===== src/sv/lk3_pkg.sv =====
// Shared types, constants and round functions for the lookup3 key hash.
package lk3_pkg;

	// Default number of significant bits of the key length.
	localparam int LK3_LENGTH_BITS = 16;

	// Width of the key length field on the input stream.
	localparam int KEY_LEN_W = 16;

	// Width of a key word and of the hash state words.
	localparam int WORD_W = 32;

	// Start value of a, b and c before the key length is added.
	localparam logic [WORD_W-1:0] LK3_SEED = 32'(32'hdeadbeef + 32'h003bdc96);

	// The three hash state words.
	typedef struct packed {
		logic [WORD_W-1:0] a;
		logic [WORD_W-1:0] b;
		logic [WORD_W-1:0] c;
	} lk3_abc_t;

	// Request to the final round pipeline; bypass passes c through unmixed.
	typedef struct packed {
		logic     bypass;
		lk3_abc_t st;
	} lk3_fin_t;

	// Which state word the next key word is added to.
	typedef enum logic [1:0] {
		SLOT_A = 2'd0,
		SLOT_B = 2'd1,
		SLOT_C = 2'd2
	} lk3_slot_t;

	// Rotate left by a constant amount.
	function automatic logic [WORD_W-1:0] rotl32(input logic [WORD_W-1:0] v, input int n);
		return (v << n) | (v >> (WORD_W - n));
	endfunction

	// Mix round applied after each full 12-byte block that does not end the key.
	function automatic lk3_abc_t mix3(input lk3_abc_t s);
		logic [WORD_W-1:0] a;
		logic [WORD_W-1:0] b;
		logic [WORD_W-1:0] c;
		a = s.a;
		b = s.b;
		c = s.c;
		a = a - c; a = a ^ rotl32(c, 4);  c = c + b;
		b = b - a; b = b ^ rotl32(a, 6);  a = a + c;
		c = c - b; c = c ^ rotl32(b, 8);  b = b + a;
		a = a - c; a = a ^ rotl32(c, 16); c = c + b;
		b = b - a; b = b ^ rotl32(a, 19); a = a + c;
		c = c - b; c = c ^ rotl32(b, 4);  b = b + a;
		return '{a: a, b: b, c: c};
	endfunction

	// First four steps of the final round.
	function automatic lk3_abc_t final_head(input lk3_abc_t s);
		logic [WORD_W-1:0] a;
		logic [WORD_W-1:0] b;
		logic [WORD_W-1:0] c;
		a = s.a;
		b = s.b;
		c = s.c;
		c = c ^ b; c = c - rotl32(b, 14);
		a = a ^ c; a = a - rotl32(c, 11);
		b = b ^ a; b = b - rotl32(a, 25);
		c = c ^ b; c = c - rotl32(b, 16);
		return '{a: a, b: b, c: c};
	endfunction

	// Last three steps of the final round; c is the hash.
	function automatic logic [WORD_W-1:0] final_tail(input lk3_abc_t s);
		logic [WORD_W-1:0] a;
		logic [WORD_W-1:0] b;
		logic [WORD_W-1:0] c;
		a = s.a;
		b = s.b;
		c = s.c;
		a = a ^ c; a = a - rotl32(c, 4);
		b = b ^ a; b = b - rotl32(a, 14);
		c = c ^ b; c = c - rotl32(b, 24);
		return c;
	endfunction

endpackage


===== src/sv/lk3_final.sv =====
// Two-stage final round pipeline with the result output register.
module lk3_final import lk3_pkg::*; (
	input  logic              clk,
	input  logic              arst_n,
	input  logic              in_valid,
	output logic              in_ready,
	input  lk3_fin_t          in_req,
	output logic              m_tvalid,
	input  logic              m_tready,
	output logic [WORD_W-1:0] m_tdata
);

	logic     valid_s2;
	logic     valid_s3;
	lk3_fin_t req_s2;
	lk3_fin_t req_s3;
	logic     out_ready;
	logic     s3_ready;

	// Each stage moves when the stage after it is empty or moving.
	assign out_ready = !m_tvalid || m_tready;
	assign s3_ready  = !valid_s3 || out_ready;
	assign in_ready  = !valid_s2 || s3_ready;

	// Stage valid bits.
	always_ff @(posedge clk or negedge arst_n) begin
		if (!arst_n) begin
			valid_s2 <= 1'b0;
			valid_s3 <= 1'b0;
			m_tvalid <= 1'b0;
		end else begin
			if (in_ready) valid_s2 <= in_valid;
			if (s3_ready) valid_s3 <= valid_s2;
			if (out_ready) m_tvalid <= valid_s3;
		end
	end

	// Stage data: first half of the final round, then the second half.
	always_ff @(posedge clk) begin
		if (in_ready && in_valid) req_s2 <= in_req;
		if (s3_ready && valid_s2) begin
			req_s3.bypass <= req_s2.bypass;
			req_s3.st     <= req_s2.bypass ? req_s2.st : final_head(req_s2.st);
		end
		if (out_ready && valid_s3) begin
			m_tdata <= req_s3.bypass ? req_s3.st.c : final_tail(req_s3.st);
		end
	end

endmodule


===== src/sv/lookup3_key_hash.sv =====
// Lookup3 key hash: word stream in, one 32-bit hash per completed key out.
//
// The block hashes a byte key with the lookup3 little-endian scheme. Each
// input transfer carries one 32-bit key word, earliest byte in the low bits;
// the key length in bytes is taken from the first word of a key and ignored
// on the words that follow. Bytes past the end of the key are masked off.
// One word is accepted every clock cycle while the result side keeps up; the
// 12-byte block mix is done in the same cycle as the word that completes the
// block, so the accumulator loop never stalls the input. The hash of a key
// is computed through a two-stage final round pipeline and
// the output register. A key of length zero takes one word and returns the
// initial value unmixed. Backpressure on the result side stalls the input
// only once all pipeline stages are full.
module lookup3_key_hash import lk3_pkg::*; #(
	parameter int LENGTH_BITS = LK3_LENGTH_BITS
) (
	input  logic                    clk,
	input  logic                    arst_n,
	input  logic                    s_tvalid,
	output logic                    s_tready,
	input  logic [KEY_LEN_W+31:0]   s_tdata,  // key_word [31:0], key_length [47:32]
	output logic                    m_tvalid,
	input  logic                    m_tready,
	output logic [WORD_W-1:0]       m_tdata   // hash_value [31:0]
);

	// Significant length bits, never more than the field carries.
	localparam int LenW = (LENGTH_BITS < KEY_LEN_W) ? LENGTH_BITS : KEY_LEN_W;

	logic              valid_s1;
	logic [WORD_W-1:0] word_s1;
	logic [LenW-1:0]   len_s1;

	logic              busy_q;
	logic [LenW-1:0]   left_q;
	lk3_slot_t         slot_q;
	lk3_abc_t          st_q;

	logic              fin_ready;
	logic              fin_valid;
	lk3_fin_t          fin_req;
	logic              s1_fire;

	logic [WORD_W-1:0] init;
	logic              zero_key;
	lk3_abc_t          st_in;
	lk3_abc_t          st_add;
	logic [LenW-1:0]   left_in;
	logic [LenW-1:0]   left_next;
	lk3_slot_t         slot_in;
	lk3_slot_t         slot_next;
	logic [WORD_W-1:0] word_m;
	logic              last_word;

	assign s1_fire  = valid_s1 && fin_ready;
	assign s_tready = !valid_s1 || fin_ready;

	// Input register.
	always_ff @(posedge clk or negedge arst_n) begin
		if (!arst_n) begin
			valid_s1 <= 1'b0;
		end else if (s_tready) begin
			valid_s1 <= s_tvalid;
		end
	end

	always_ff @(posedge clk) begin
		if (s_tready && s_tvalid) begin
			word_s1 <= s_tdata[WORD_W-1:0];
			len_s1  <= s_tdata[WORD_W +: LenW];
		end
	end

	// One key word: start a key if idle, mask, accumulate, decide next step.
	always_comb begin
		init      = LK3_SEED + WORD_W'(len_s1);
		st_in     = st_q;
		left_in   = left_q;
		slot_in   = slot_q;
		if (!busy_q) begin
			st_in   = '{a: init, b: init, c: init};
			left_in = len_s1;
			slot_in = SLOT_A;
		end
		zero_key = !busy_q && (len_s1 == '0);

		// Keep only the bytes that remain in the key.
		word_m = word_s1;
		if (left_in < LenW'(4)) begin
			case (left_in[1:0])
				2'd1:    word_m = {24'd0, word_s1[7:0]};
				2'd2:    word_m = {16'd0, word_s1[15:0]};
				2'd3:    word_m = {8'd0, word_s1[23:0]};
				default: word_m = '0;
			endcase
			left_next = '0;
		end else begin
			left_next = left_in - LenW'(4);
		end

		st_add = st_in;
		case (slot_in)
			SLOT_A:  st_add.a = st_in.a + word_m;
			SLOT_B:  st_add.b = st_in.b + word_m;
			default: st_add.c = st_in.c + word_m;
		endcase

		case (slot_in)
			SLOT_A:  slot_next = SLOT_B;
			SLOT_B:  slot_next = SLOT_C;
			default: slot_next = SLOT_A;
		endcase

		last_word      = (left_next == '0);
		fin_req.bypass = zero_key;
		fin_req.st     = st_add;
		fin_valid      = valid_s1 && (zero_key || last_word);
	end

	// Key control state.
	always_ff @(posedge clk or negedge arst_n) begin
		if (!arst_n) begin
			busy_q <= 1'b0;
			left_q <= '0;
			slot_q <= SLOT_A;
		end else if (s1_fire && !zero_key) begin
			if (last_word) begin
				busy_q <= 1'b0;
				slot_q <= SLOT_A;
			end else begin
				busy_q <= 1'b1;
				left_q <= left_next;
				slot_q <= slot_next;
			end
		end
	end

	// Hash state, mixed after the third word of each block that does not end the key.
	always_ff @(posedge clk) begin
		if (s1_fire && !zero_key && !last_word) begin
			st_q <= (slot_in == SLOT_C) ? mix3(st_add) : st_add;
		end
	end

	lk3_final u_final (
		.clk      (clk),
		.arst_n   (arst_n),
		.in_valid (fin_valid),
		.in_ready (fin_ready),
		.in_req   (fin_req),
		.m_tvalid (m_tvalid),
		.m_tready (m_tready),
		.m_tdata  (m_tdata)
	);

endmodule


===== config.mk =====
export PLATFORM = sky130hd
export DESIGN_NAME = lookup3_key_hash
export DESIGN_NICKNAME = d
export VERILOG_FILES = /design/src/sv/lk3_pkg.sv /design/src/sv/lk3_final.sv /design/src/sv/lookup3_key_hash.sv
export SDC_FILE = /design/constraint.sdc
export NUM_CORES = 2
export LEC_CHECK = 0
export ABC_AREA = 1
export BUFFER_PORTS_ARGS = -buffer_cell sky130_fd_sc_hd__buf_4
export CAP_MARGIN = 20
export CORE_UTILIZATION = 59
export DETAILED_ROUTE_END_ITERATION = 8
export GPL_TIMING_DRIVEN = 0
export PLACE_DENSITY = 0.83
export SYNTH_ARGS = -nofsm -noshare
export SYNTH_HDL_FRONTEND = slang
export SYNTH_SLANG_ARGS = --single-unit

===== constraint.sdc =====
create_clock -name clk -period 26.4 [get_ports clk]
set_clock_uncertainty 0.15 [all_clocks]
set_input_delay 2.64 -clock clk [delete_from_list [all_inputs] [get_ports clk]]
set_output_delay 2.64 -clock clk [all_outputs]
set_load 0.05 [all_outputs]

After elaboration in Yosys (flattened, before gate mapping)
Cells that the tools add are included.

cells by class
  $lt $le $gt $ge = 1
  multipliers = 0
  bitwise logic cells = 27
  shifts and indexed selects = 0
  equality and inequality tests = 5
  div/mod/pow operators = 0
  reductions and logical operators = 26
  muxes and demuxes = 15
  add/sub/neg operators = 24

operators by type and width
  kind                      count
  $sub A32 B32 Y32          13
  $xor A32 B32 Y32          13
  $add A32 B32 Y32          9
  $mux W96                  3
  $mux W32                  5
  $or A32 B4 Y32            3
  $pmux W24 S3              1
  $or A32 B14 Y32           2
  $or A32 B16 Y32           2
  $add A31 B17 Y32 const A  1
  $logic_not A16 Y1         2
  $mux W16                  2
  $or A32 B11 Y32           1
  $or A32 B19 Y32           1
  $or A32 B24 Y32           1
  $or A32 B25 Y32           1
  $or A32 B6 Y32            1
  $or A32 B8 Y32            1
  $lt A16 B3 Y1 const B     1
  $sub A16 B3 Y16 const B   1
  $logic_and A1 B1 Y1       9
  $logic_not A1 Y1          7
  $eq A2 B2 Y1 const B      3
  $logic_or A1 B1 Y1        5
  other kinds (8)           10

word-level totals
  word-level logic and storage cells = 119
  bits in writable memories = 0
  memories kept = 0
  register bits after elaboration = 393
  bits in latches = 0
  memory bits (read-only) = 0
  input bits = 52

Longest topological paths before layout
  depth after elaboration = 19
  mapped depth = 120

Cells and area by module
A second synthesis with hierarchy kept.

second synthesis, totals
  cells, all modules = 8417
  area total of the unflattened synthesis = 57626.5 um2

by module, submodules not included
  module            cells an instance  times used  area an instance (um2)
  lookup3_key_hash  5165               1           33654.8
  lk3_final         3252               1           23971.7

Worst setup path before layout
No wires, ideal clock.

  path type = register to register
  start point = reg busy_q
  end point = reg st_q[31] (netlist bit), data pin
  arrival time = 15.216 ns
  buffers on the path = 7
  path slack = 10.771 ns
  cell stages (with the launch flop) = 115
  setup time = 0.263 ns
  required time = 25.987 ns
  period minus slack after synthesis = 15.629 ns
  cell sequence = dfrtp_1 > buf_6 > buf_6 > buf_6 > buf_4 > clkbuf_1 > clkbuf_1 > nand2_1 > o21ai_0 > ha_1 > nand3_1 > inv_2 > nand2_2 > nor2_4 > nand2_4 > inv_1 > clkbuf_1 > nand3_1 > [... 79 more ...] > nor3_1 > nor2_1 > inv_1 > a21oi_1 > inv_1 > a21oi_1 > o21bai_1 > a21o_1 > a21oi_1 > o21ai_0 > nand3_1 > o21ai_0 > nand3_1 > nand3_1 > nand2_1 > nand2_1 > nand3_1 > o21ai_1

RTL lines
  element                 line                     source
  start, declared         lookup3_key_hash.sv:34   logic busy_q;
  start signal, assigned  lookup3_key_hash.sv:123  busy_q <= 1'b0;
  start signal, assigned  lookup3_key_hash.sv:128  busy_q <= 1'b0;
  start signal, assigned  lookup3_key_hash.sv:131  busy_q <= 1'b1;
  end signal, assigned    lookup3_key_hash.sv:141  st_q <= (slot_in == SLOT_C) ? mix3(st_add) : st_add;
  end, declared           lookup3_key_hash.sv:37   lk3_abc_t st_q;

==> impl_metrics.yaml <==
outcome:
  run_status: "finished, final reports clean"
synthesis:
  syn-num-nets: 8304
  post_synth_instance_area_mm2: 0.0543
  ys_dominant_reg_cell: "edfxtp_1"
  count_of_cell_types_in_the_netlist: 77
  cells_taking_the_most_area_after_synthesis: "edfxtp_1 20%, ha_1 15%, nand2_1 12%, xor2_1 9.0%, inv_1 6.9%"
  syn-mean-instance-area_um2: 7.17
  ys_seq_elements: 393
  synth-warning-count: 0
  synth_top_area_frac: 0.205
  synth_sequential_area_ratio: 0.215
  ys_async_sr_fraction: 0.0585
  synth-edff-count: 370
  postSynthCellCount: 7573
  yosysTopAreaCell: "edfxtp_1"
global_route:
  antenna_found_initial: 11
  met1_track_demand_over_resource_in_global_routing: 0.542
  grt.total_usage: 0.477
  grt_max_degree: 85
  first_global_vias: 50700
  grt.busiest_layer: "met2"
  globalRouteMet2Util: 0.720
  global_route_wire_length_before_repair_um: 325000
  grtUsageMet3: 0.125
  globalRoute.totalOverflow: 0
clock_network:
  postCtsSetupBuffers: 0
  hold_buffers: 0
  worstSkewPairLatency_ns: 0.59
  cts_max_level: 2
  clock_tree.buffer_depth: 3
  cts_tree: "done"
  numCtsBuffers: 42
  cts_root_buf: "clkbuf_16"
  cts.clk_slew.worst_paths_ns: 0.07
  clock_sinks: 393
  post_cts_resized: 0
drt:
  via_count: 55000
  post-route-drc-count: 0
  detail_route.wl_per_cell_um: 25.6
  detail_route.vias_per_cell: 6.15
  postRouteWirelength_um: 229000
  detail_route.iter0.violations: 6984
  drtPass1Iterations: 8
  postRouteAntennaNets: 0
place:
  port_buffers: 85
  hpwl_um: 193000
  gp_routability_congestion: 1.20
critical_path:
  worst_ep_arrival_time_ns: 23.04
  cp-end-kind: "flip-flop"
  r2r_slack_ns: 3.49
  timing.critical_path.slowest_stage_cell: "o21ai_0"
  worstPathMaxFanout: 10
  worstSetupPathDepth: 99
  crit-reg2reg-capture: "st_q[29]$_DFFE_PP_"
  timing_worst_setup_path_type: "reg -> reg"
  timing.critical_path.mode_cell: "nand2_1"
  worst_r2r_path_depth: 99
  worst_path_dominant_cell_family: "compound AO/OA/AOI/OAI gates"
  critical-path-max-stage-delay_ns: 0.88
  path_buf_inv: 18
  critPathLaunchType: "flip-flop"
  crit_required_ns: 26.53
  reg2reg_from: "busy_q$_DFFE_PN0P_"
  critical_path.endpoint: "st_q[29]$_DFFE_PP_"
  cp-startpoint: "busy_q$_DFFE_PN0P_"
floorplan:
  floorplan.initialDensity: 0.600
  design.die.area_mm2: 0.0933
  pin_count: 86
  core_region_area_mm2: 0.0906
  fp.dieW_um: 305
  chipHeight_um: 305
  floorplan.rows: 110
timing:
  grt_setup_unrepaired: "false"
  hold_viol_final: 0
  fmaxAchievable_mhz: 43.7
  timing.setup.tns_ns: 0
  timing.max_slew.rel_slack: 0.113
  min_period_over_period: 0.868
  fin_crit_ns: 22.91
  slew_violations: 0
  finalSetupViolCount: 0
  timing_worst_slew_pin_value_ns: 1.32
hold_path:
  worstHoldPathType: "reg -> reg"
cells_and_area:
  finalNetCount: 8469
  post_route_cells_drive_above_1_share: 0.0784
  mostFrequentLayoutCell: "nand2_1"
  layout.cells.most_common_list: "1,697 x nand2_1, 994 x inv_1, 705 x a21oi_1"
  syn2layout_area_growth_pct: 7.08
  fillers: 8252
run:
  max_cap_viol_count: 0
==> synth_stat cells, types with 63 or more instances <==
master,number
nand2_1,1697
inv_1,995
a21oi_1,706
ha_1,657
xor2_1,558
o21ai_0,457
nand3_1,402
edfxtp_1,370
nor2_1,366
xnor2_1,341
nand2_2,128
inv_2,73
clkbuf_1,67
o21ai_1,63
==> cell families after synthesis <==
logic type / Yosys count / share of synthesized area
AO/OA/AOI/OAI: 1513 / 0.153
flip-flops: 393 / 0.215
buffers and inverters: 1165 / 0.0817
adder cells (fa/ha/maj): 679 / 0.159
XOR/XNOR: 933 / 0.156
AND/OR/NAND/NOR: 2890 / 0.235
==> worst min-delay path, stage by stage, from the launching register on <==
cell and delay [ns]:
dfrtp_1 0.34, nand2_1 0.05, nand2_1 0.06
==> per-stage QoR <==
stage / instances / cell area (µm²) / worst slack (ns) / util / hold WS (ns)
after CTS: 8937 / 58100 / 4.52 / 0.642 / 0.332
after detailed placement: 8866 / 56800 / 4.61 / 0.627 / 0.315
after global routing: 8942 / 58100 / 2.54 / 0.642 / 0.348
after global placement: 8834 / 56400 / 4.32 / 0.623 / 0.294
after floorplan: 7573 / 54300 / 10.77 / - / 0.274
final: 8947 / 58100 / 3.49 / 0.642 / 0.330
==> registers in the layout, summed over array words and instances, names as in the netlist <==
register and flops:
u_final.req_s2 97, u_final.req_s3 97, st_q 96, u_final.m_tdata 32, word_s1 32, left_q 16, len_s1 16, slot_q 2
busy_q 1, u_final.m_tvalid 1, u_final.valid_s2 1, u_final.valid_s3 1, valid_s1 1
==> final cells by class <==
class,instances,area [µm²],area share
antenna,6,15.0,0.000258
buffer,88,395,0.00680
clock buffer,44,1060,0.0182
clock inverter,27,269,0.00463
inverter,1077,4050,0.0696
multi-input combinational,6015,38200,0.657
sequential,393,11700,0.201
tap,1176,1470,0.0253
timing repair buffer,121,997,0.0171
==> worst min-delay path by stage <==
stage,startpoint,end,slack [ns],cells past startpoint
3_3_place_gp,u_final.valid_s3$_DFFE_PN0P_,u_final.m_tvalid$_DFFE_PN0P_,0.29,2
4_1_cts,left_q[14]$_DFFE_PN0P_,left_q[14]$_DFFE_PN0P_,0.33,2
5_1_grt,left_q[14]$_DFFE_PN0P_,left_q[14]$_DFFE_PN0P_,0.35,2
2_1_floorplan,u_final.req_s2[96]$_DFFE_PP_,u_final.req_s3[96]$_DFFE_PP_,0.27,0
6_report,left_q[14]$_DFFE_PN0P_,left_q[14]$_DFFE_PN0P_,0.33,2
3_5_place_dp,left_q[14]$_DFFE_PN0P_,left_q[14]$_DFFE_PN0P_,0.32,2
==> layer usage <==
metal  part of all wire  routed length, µm
met1               0.35              80900
met2               0.41              94500
met3               0.11              25700
met4               0.12              27600
met5            0.00045                104
Power is not shown: default switching activity piles up to over one toggle a cycle in this logic, so the estimate is an artifact.
